## src/rtl/core/ogru_pkg.sv

```systemverilog
`timescale 1ns / 1ps
// ----------------------------------------------------------------------------
// Occupancy grid ray update package
// Shared sizes, command codes, cell constants and helper functions.
// ----------------------------------------------------------------------------
package ogru_pkg;

    localparam int MAX_COLS = 128;
    localparam int MAX_ROWS = 128;
    localparam int DEPTH    = MAX_COLS * MAX_ROWS;
    localparam int ADDR_W   = $clog2(DEPTH);
    localparam int COL_W    = $clog2(MAX_COLS);
    localparam int ROW_W    = $clog2(MAX_ROWS);
    localparam int CNT_W    = 11;
    localparam int CELL_W   = 20;
    localparam int DATA_W   = 16;

    localparam logic [CNT_W-1:0] MAX_COLS_C = CNT_W'(MAX_COLS);
    localparam logic [CNT_W-1:0] MAX_ROWS_C = CNT_W'(MAX_ROWS);
    localparam logic [ADDR_W-1:0] LAST_ADDR = ADDR_W'(DEPTH - 1);

    localparam logic signed [DATA_W-1:0] FREE_INC  = 16'sd90;
    localparam logic signed [DATA_W-1:0] OCC_VALUE = -16'sd256;

    typedef enum logic [1:0] {
        CMD_SCAN  = 2'd0,
        CMD_READ  = 2'd1,
        CMD_ADD   = 2'd2,
        CMD_CLEAR = 2'd3
    } cmd_t;

    typedef enum logic [2:0] {
        REG_COLS  = 3'd0,
        REG_ROWS  = 3'd1,
        REG_HALFX = 3'd2,
        REG_HALFY = 3'd3,
        REG_SCALE = 3'd4
    } reg_index_t;

    function automatic logic signed [DATA_W-1:0] sat_add(
        input logic signed [DATA_W-1:0] a,
        input logic signed [DATA_W-1:0] d
    );
        logic signed [DATA_W:0] s;
        s = $signed({a[DATA_W-1], a}) + $signed({d[DATA_W-1], d});
        if (s > 17'sd32767)
            return 16'sh7FFF;
        else if (s < -17'sd32768)
            return 16'sh8000;
        else
            return s[DATA_W-1:0];
    endfunction

    function automatic logic inside_grid(
        input logic signed [CELL_W-1:0] x,
        input logic signed [CELL_W-1:0] y,
        input logic [CNT_W-1:0]         uc,
        input logic [CNT_W-1:0]         ur
    );
        return (x >= 0) && (x < $signed({{(CELL_W-CNT_W){1'b0}}, uc}))
            && (y >= 0) && (y < $signed({{(CELL_W-CNT_W){1'b0}}, ur}));
    endfunction

    function automatic logic [ADDR_W-1:0] cell_addr(
        input logic signed [CELL_W-1:0] x,
        input logic signed [CELL_W-1:0] y
    );
        return ADDR_W'(32'(x[COL_W-1:0]) * 32'(MAX_ROWS) + 32'(y[ROW_W-1:0]));
    endfunction

endpackage

```

## src/rtl/core/ogru_cell_map.sv

```systemverilog
`timescale 1ns / 1ps
// ----------------------------------------------------------------------------
// Coordinate to cell mapper
// Two-stage pipeline: scale the shifted coordinate, then truncate toward zero.
// ----------------------------------------------------------------------------
module ogru_cell_map (
    input  logic                                 clk,
    input  logic signed [15:0]                   coord,
    input  logic [14:0]                          half,
    input  logic [15:0]                          scale,
    output logic signed [ogru_pkg::CELL_W-1:0]   cell_idx
);

    logic signed [16:0] shifted;
    logic signed [33:0] prod_reg;
    logic [33:0]        mag;
    logic [17:0]        quot;
    logic signed [ogru_pkg::CELL_W-1:0] cell_reg;

    assign shifted  = $signed({coord[15], coord}) + $signed({2'b00, half});
    assign mag      = prod_reg[33] ? 34'(-prod_reg) : 34'(prod_reg);
    assign quot     = mag[33:16];
    assign cell_idx = cell_reg;

    always_ff @(posedge clk)
    begin
        prod_reg <= shifted * $signed({1'b0, scale});
        if (prod_reg[33])
            cell_reg <= -$signed({2'b00, quot});
        else
            cell_reg <= $signed({2'b00, quot});
    end

endmodule
```

## config.mk

```make
export PLATFORM = sky130hd
export DESIGN_NAME = ogru_cell_map
export DESIGN_NICKNAME = d
export VERILOG_FILES = /design/src/rtl/core/ogru_pkg.sv /design/src/rtl/core/ogru_cell_map.sv
export SDC_FILE = /design/constraint.sdc
export NUM_CORES = 1
export LEC_CHECK = 0
export BUFFER_PORTS_ARGS = -buffer_cell sky130_fd_sc_hd__buf_2
export CAP_MARGIN = 40
export CORE_AREA = 3 3 226 139
export CTS_CLUSTER_DIAMETER = 120
export DETAILED_ROUTE_END_ITERATION = 6
export DIE_AREA = 0 0 229 142
export PLACE_DENSITY = 0.63
export SYNTH_ARGS = -nofsm -noshare
export SYNTH_HDL_FRONTEND = slang
export SYNTH_SLANG_ARGS = --single-unit
```

## constraint.sdc

```tcl
create_clock -name clk -period 14.1 [get_ports clk]
set_input_delay 2.115 -clock clk [delete_from_list [all_inputs] [get_ports clk]]
set_output_delay 2.115 -clock clk [all_outputs]
set_load 0.005 [all_outputs]
```

Word level (Yosys, flattened, before mapping)
Cells that the tools add are included.
- output and inout port bits: 20
- bits in registers: 54
- word-level logic and storage cells: 9
- latch bits: 0
- bits in writable memories: 0
- ROM bits: 0
- memories: 0
- input bits: 48
- eq/ne operators: 0
- shift operators: 0
- divide/modulo/power cells: 0
- reduce and logical (&&, ||, !) cells: 0
- muxes and demuxes: 2
- $mul: 1
- add/subtract/negate cells: 3
- bitwise gates (word level): 0
- $lt $le $gt $ge: 0
- operators with widths (kind ; count):
    multiplier 17 x 17 -> 34 bit ; 1
    2-to-1 mux 34 bit ; 1
    negation 34 bit ; 1
    negation 18 -> 20 bit ; 1
    2-to-1 mux 18 bit ; 1
    adder 16 x 16 -> 17 bit ; 1

Depth between registers and ports, before layout
Gate-level depths: netlist of the first run.
- depth in word-level cells: 4
- gate-level depth with buffers: 34
- gate-level depth less buffers: 33

Worst setup path before layout of the first run
Ideal clock, no wire load.
- path kind: in2reg
- start: input port coord[0]
- end: register prod_reg[33]
- arrival: 9662 ps
- slack: 4318 ps
- required time: 13979 ps
- buffers on the path: 2
- setup time: 121 ps
- cell stages on the path: 32
- cell sequence: ha_1 -> inv_1 -> fa_1 -> nor2b_1 -> o21ai_1 -> a21boi_0 -> o21ai_1 -> a21oi_1 -> nand4_1 -> a41oi_1 -> a21oi_1 -> clkbuf_1 -> and2_1 -> fa_1 -> inv_1 -> fa_1 -> inv_1 -> fa_1 -> fa_1 -> fa_1 -> inv_1 -> fa_1 -> inv_1 -> ha_1 -> clkbuf_1 -> nand2_1 -> nor3_1 -> a41oi_1 -> a311oi_1 -> a41o_1 -> a21oi_1 -> xnor2_1
- word-level cells in the longest chain between the ends: 2
- ends and longest elaborated chain (item ; RTL line ; RTL):
    start: declaration ; ogru_cell_map.sv:8 ; input logic signed [15:0] coord,
    adder 16 x 16 -> 17 bit ; ogru_cell_map.sv:20 ; assign shifted = $signed({coord[15], coord}) + $signed({2'b00, half});
    multiplier 17 x 17 -> 34 bit ; ogru_cell_map.sv:27 ; prod_reg <= shifted * $signed({1'b0, scale});
    end signal: assignment ; ogru_cell_map.sv:27 ;
    end: declaration ; ogru_cell_map.sv:15 ; logic signed [33:0] prod_reg;
Every way passes these cells.
A chain may end at the register's enable or synchronous reset.

Worst setup path in the final report of the first run
- start: input port half[0]
- end: register prod_reg[33]
- word-level cells in the longest chain between the ends: 2
- ends and longest elaborated chain (item ; RTL line ; RTL):
    start: declaration ; ogru_cell_map.sv:9 ; input logic [14:0] half,
    adder 16 x 16 -> 17 bit ; ogru_cell_map.sv:20 ;
    multiplier 17 x 17 -> 34 bit ; ogru_cell_map.sv:27 ;
Every way passes these cells.

==> impl_metrics.json, run 1 <==
{
  "pre_cts_ws_ps": 3390,
  "clk_pin_slew_ps": 70,
  "nFillCells": 2882,
  "synth_nets": 1893,
  "crit_path_max_incr_delay_ps": 730,
  "arrival_ps": 10540,
  "cts-hold-fix-buffers": 0,
  "fin_crit_sh": 0.735,
  "grt_max_degree": 27,
  "crit_top_cell": "fa_1",
  "rsz0062_at_grt": "no",
  "setup_ws_ps": 3740,
  "hp-class": "register to register",
  "largest_register_ffs": 34,
  "track_usage": 0.208,
  "finalNonFillerCells": 1916,
  "netlist_instances": 1466,
  "grt_pass1_wl_um": 53500,
  "antenna_found_initial": 0,
  "synth-main-ff-cell": "dfxtp_1",
  "max_slew_margin": 0.467,
  "seqCellArea_um2": 1080,
  "ys_types": 62,
  "numCtsBuffers": 5,
  "cts-resized-gates": 0,
  "final_max_slew_viol_count": 0,
  "syn_area_um2": 13200,
  "synth_top_area_frac": 0.417,
  "maxCapViolCount": 0,
  "cts_tree": "built",
  "cts_sinks": 54,
  "crit_required_ps": 14290,
  "synth_edf_count": 0,
  "ys_ff_latch": 54,
  "dieArea_um2": 32500,
  "fin_skew_ps": 7.72,
  "io_buffers": 67,
  "worstSetupEndpointType": "register",
  "drt_iter0_drc": 632,
  "synthArstFlopShare": 0,
  "yosys.area.top_type": "fa_1",
  "setup_viol": 0,
  "viasPerCell": 5.02,
  "post-cts-setup-buffer-count": 0,
  "drcViolationCount": 0,
  "max_slew.worst_pin.slew_ps": 799,
  "grt_overflow": 0,
  "hold_violations": 0,
  "finalInstanceArea_um2": 14200,
  "regToRegSetupSlack_ps": 11230,
  "slowest_stage": "fa_1",
  "die_x_um": 229,
  "area_growth_pct": 7.25,
  "clock_path_buffers": 2,
  "status": "completed",
  "synthTopCellsByArea": "fa_1 (42%), inv_1 (10%), ha_1 (9.8%)",
  "ys_seq_area_frac": 0.0818,
  "htree_levels": 2,
  "totalWireLength_um": 31600,
  "grt_pass1_vias": 10000,
  "drive_above_1_share": 0.0743,
  "first_pass_iters": 5,
  "drtAntennaViolNets": 0,
  "num_vias": 9614,
  "syn_area_per_cell_um2": 9.01,
  "placed_cells": 1909,
  "crit_fanout": 24,
  "fmax_ghz": 0.0965,
  "dpl_cell_area_um2": 14000,
  "row_count": 49,
  "gp_congestion": 0.869,
  "fp.dieH_um": 142,
  "crit_type": "input port to register",
  "nets": 1935,
  "wl_per_cell_um": 16.5,
  "io_pins": 68,
  "multi_input_area_um2": 10600,
  "n_antenna_cell": 0,
  "place_hpwl_um": 26000,
  "period_minus_slack_ps": 10360,
  "cts_root_buf": "clkbuf_16",
  "core_um2": 29700,
  "synth_warnings": 0,
  "finalSetupTns_ps": 0,
  "clock_latency_ps": 310,
  "start_kind": "input port",
  "start_util": 0.445
}
==> area by class of cell <==
cell class | count | area share
Multi-Input combinational cell | 1007 | 0.750
Inverter | 357 | 0.0945
Sequential cell | 54 | 0.0763
Tap cell | 408 | 0.0360
Timing Repair Buffer | 83 | 0.0329
Clock buffer | 5 | 0.00883
Clock inverter | 2 | 0.00106
==> cells in the mapped netlist, drive strengths merged, types with 2 or more instances <==
master and number:
a31oi 4, fa 275, nand3b 3, xor2 25, xnor2 51, nand4 8
nand2b 10, nand3 9, o41a 2, buf 6, a21oi 31, nor2b 19
nor2 37, inv 357, o21a 7, or3 3, a211oi 5, o21ai 22
dfxtp 54, mux2i 3, clkbuf 42, a22o 4, and2 131, and4 3
and3 6, or4 2, or2 3, ha 104, a21boi 4, nand2 161
a21o 18, o21bai 6, o211ai 3, o31a 3, o311ai 2, a2111oi 2
nor3 12, a41oi 4, nor4 11
==> routing by layer <==
metal	global-route usage	share of wire
met5	0	0
met4	0.0326	0.011
met3	0.0376	0.066
met2	0.306	0.41
met1	0.325	0.51
==> critical path, delay by kind of cell <==
kind	cells	cell delay (ps)
AOI/OAI and AO/OA	10	2190
xor gates and xnor gates	1	130
adders and majority gates	9	4410
buffers and inverters	7	760
and+or+nand+nor	5	930
==> layout by cell type, fill, tap and decap left out, types with 5 or more instances in the layout <==
master / synthesis / layout
clkbuf_16: 0 / 5
nand3_1: 9 / 9
nand2b_1: 10 / 10
nor4_1: 6 / 6
xor2_1: 25 / 24
dfxtp_1: 54 / 54
a21o_1: 18 / 18
fa_1: 275 / 275
buf_2: 3 / 67
nand2_1: 161 / 161
nor2b_1: 19 / 19
o21bai_1: 6 / 6
nor3_1: 12 / 12
and3_1: 6 / 6
buf_4: 0 / 14
and2_1: 131 / 131
inv_1: 357 / 357
a211oi_1: 5 / 5
o21ai_1: 6 / 6
ha_1: 104 / 104
o21ai_0: 16 / 16
nor2_1: 36 / 35
o21a_1: 7 / 7
a21oi_1: 31 / 31
xnor2_1: 51 / 48
nand4_1: 7 / 7
==> worst paths after layout <==
kind,cells after the start,startpoint,end
min reg2reg,1,prod_reg[32],cell_idx[16]
max,32,half[0],prod_reg[33]
max reg2reg,9,prod_reg[5],cell_idx[16]
min,1,prod_reg[32],cell_idx[16]
==> cells by family (layout without fill, tap and decap cells) <==
family | Yosys count | after routing | synth area share
flip-flops | 54 | 54 | 0.0818
AO/OA/AOI/OAI | 127 | 127 | 0.0674
AND/OR/NAND/NOR | 421 | 421 | 0.166
adder cells (fa/ha/maj) | 379 | 379 | 0.515
multiplexers | 4 | 4 | 0.00312
XOR/XNOR | 76 | 76 | 0.0504
buffers and inverters | 405 | 447 | 0.116
==> metrics by stage <==
stage | util | hold slack, ps
2_1_floorplan | - | 434
3_3_place_gp | 0.472 | 459
3_5_place_dp | 0.473 | 465
4_1_cts | 0.478 | 476
5_1_grt | 0.478 | 492
6_report | 0.478 | 472
Power of run 1 is left out: the tool's default activity adds up to more than one toggle a clock period on the data nets, which glitch-free logic cannot reach.
==> run 2: changes to the inputs <==
ABC_AREA = 1   (was default)
CORE_AREA = 3 3 232 143   (was 3 3 226 139)
DIE_AREA = 0 0 235 146   (was 0 0 229 142)
PLACE_DENSITY = 0.65   (was 0.63)
clock period = 9.2 ns   (was 14.1 ns; I/O delays follow)
==> run 2 against run 1 <==
The run now ends with DRC left. Area after synthesis increased by 5.7%. Clock skew up 1.0 ps. Die area rose by 5.5%. Global-route usage grew 1.3 points. Hold slack better by 21 ps. Synthesized cell count grew 25%. Sequential cell count unchanged. Core utilization increased by 0.19 points.
==> impl_metrics.json, run 2 <==
{
  "synthArstFlopShare": 0,
  "synth_warnings": 0,
  "core_um2": 31100,
  "viasPerCell": 5.01,
  "area_growth_pct": 6.75,
  "antenna_found_initial": 0,
  "n_antenna_cell": 0,
  "io_pins": 68,
  "regToRegSetupSlack_ps": 6630,
  "largest_register_ffs": 34,
  "clock_path_buffers": 2,
  "fin_crit_sh": 0.923,
  "synth_nets": 2255,
  "status": "complete, but fails checks",
  "yosys.area.top_type": "fa_1",
  "grt_pass1_wl_um": 60600,
  "synth_edf_count": 0,
  "crit_path_max_incr_delay_ps": 750,
  "synthTopCellsByCount": "inv_1 (463), nand2_1 (362), fa_1 (275), nor2_1 (217), ha_1 (104)",
  "clk_pin_slew_ps": 70,
  "rsz0062_at_grt": "no",
  "fin_skew_ps": 8.76,
  "gp_congestion": 0.968,
  "setup_viol": 0,
  "max_slew.worst_pin.slew_ps": 705,
  "post-synth-top-count-cell": "inv_1",
  "netlist_instances": 1828,
  "num_vias": 11500,
  "endpoint": "prod_reg[26]",
  "final_common_cell": "inv_1",
  "max_slew_margin": 0.530,
  "crit-reg2reg-launch": "prod_reg[12]",
  "post-cts-setup-buffer-count": 0,
  "start_kind": "input port",
  "io_buffers": 67,
  "row_count": 50,
  "die_x_um": 235,
  "ys_seq_area_frac": 0.0774,
  "drtAntennaViolNets": 0,
  "dieArea_um2": 34300,
  "worstSetupEndpointType": "register",
  "crit_required_ps": 9430,
  "cts_sinks": 54,
  "synth_top_area_frac": 0.394,
  "maxCapViolCount": 0,
  "drive_above_1_share": 0.0724,
  "nets": 2305,
  "grt_overflow": 0,
  "cts_tree": "built",
  "nFillCells": 3115,
  "htree_levels": 2,
  "numCtsBuffers": 5,
  "track_usage": 0.221,
  "synth-main-ff-cell": "dfxtp_1",
  "crit_type": "input port to register",
  "final_max_slew_viol_count": 0,
  "r2r_cells": 19,
  "hp-class": "register to register",
  "r2r_end": "cell_idx[16]",
  "slowest_stage": "fa_1",
  "first_pass_iters": 7,
  "drcViolationCount": 5,
  "clock_latency_ps": 300,
  "mostFrequentLayoutCells": "inv_1 (463), nand2_1 (362), fa_1 (275)",
  "period_minus_slack_ps": 8490,
  "fmax_ghz": 0.118,
  "violations": "DRC",
  "wl_per_cell_um": 15.9,
  "cts-resized-gates": 0,
  "synthTopCellsByArea": "fa_1 (39%), inv_1 (12%), nand2_1 (9.7%)",
  "grt_pass1_vias": 11700,
  "cts_root_buf": "clkbuf_16",
  "cts-hold-fix-buffers": 0,
  "ys_ff_latch": 54,
  "syn_area_per_cell_um2": 7.64,
  "start_util": 0.449,
  "fp.dieH_um": 146,
  "finalSetupTns_ps": 0,
  "grt_max_degree": 57,
  "totalWireLength_um": 36500,
  "place_hpwl_um": 32400,
  "arrival_ps": 8720,
  "startpoint": "coord[0]",
  "drt_iter0_drc": 971,
  "hold_violations": 0,
  "crit_fanout": 14,
  "ys_types": 44,
  "syn_area_um2": 14000
}
-- run 2: changes by cell type in the layout (fill, tap and decap cells not counted), sizes merged, moves of 19 or more --
cell and delta:
nor2 +196, inv +117, and2 -131, nand3 +75, nand2 +209, xnor2 -29
nor2b -19
-- run 2: final cells by class --
cell class                      instances  area (um^2)  area share
Sequential cell                        54         1080      0.0725
Multi-Input combinational cell       1259        10900       0.734
Tap cell                              416          520      0.0349
Timing Repair Buffer                   77          410      0.0275
Clock inverter                          1         5.00    0.000336
Clock buffer                            7          143     0.00957
Inverter                              481         1810       0.121
-- run 2: kinds of logic (layout without fill, tap and decap cells) --
family	count (synthesis)	in the layout	synth area share
fa+ha+maj	379	379	0.487
buf+inv	515	566	0.140
simple gates	727	727	0.217
compound gates	96	96	0.0413
flops	54	54	0.0774
xor+xnor	57	57	0.0376
-- run 2: critical path: cells and delay by family --
kind | cells | cell delay, ps
compound gates | 2 | 390
xor+xnor | 1 | 180
fa+ha+maj | 9 | 4420
buf+inv | 8 | 740
simple gates | 12 | 1580
-- run 2: metrics by stage --
step | setup slack, ps | cells | util | hold WS [ps] | cell area [um^2]
finish | 711 | 2295 | 0.480 | 492 | 14900
global route | 149 | 2295 | 0.480 | 519 | 14900
CTS | 649 | 2295 | 0.479 | 496 | 14900
detailed placement | 374 | 2287 | 0.475 | 490 | 14800
global placement | 410 | 2287 | 0.475 | 492 | 14800
floorplan | 1320 | 1828 | - | 449 | 14000
-- run 2: how the worst min path moves through the flow --
stage | from | endpoint | cells past startpoint
2_1_floorplan | prod_reg[32] | cell_idx[16] | 2
3_3_place_gp | prod_reg[32] | cell_idx[16] | 2
3_5_place_dp | prod_reg[32] | cell_idx[16] | 2
4_1_cts | prod_reg[32] | cell_idx[16] | 2
5_1_grt | prod_reg[32] | cell_idx[16] | 2
6_report | prod_reg[32] | cell_idx[16] | 2
-- run 2: layer usage --
layer	part of all wire	up-vias	GRT usage
li1	-	5431	-
met1	0.49	5610	0.344
met2	0.40	440	0.317
met3	0.11	28	0.0580
met4	0.0060	0	0.0183
met5	0	-	0
Power of run 2 is left out for the same reason.
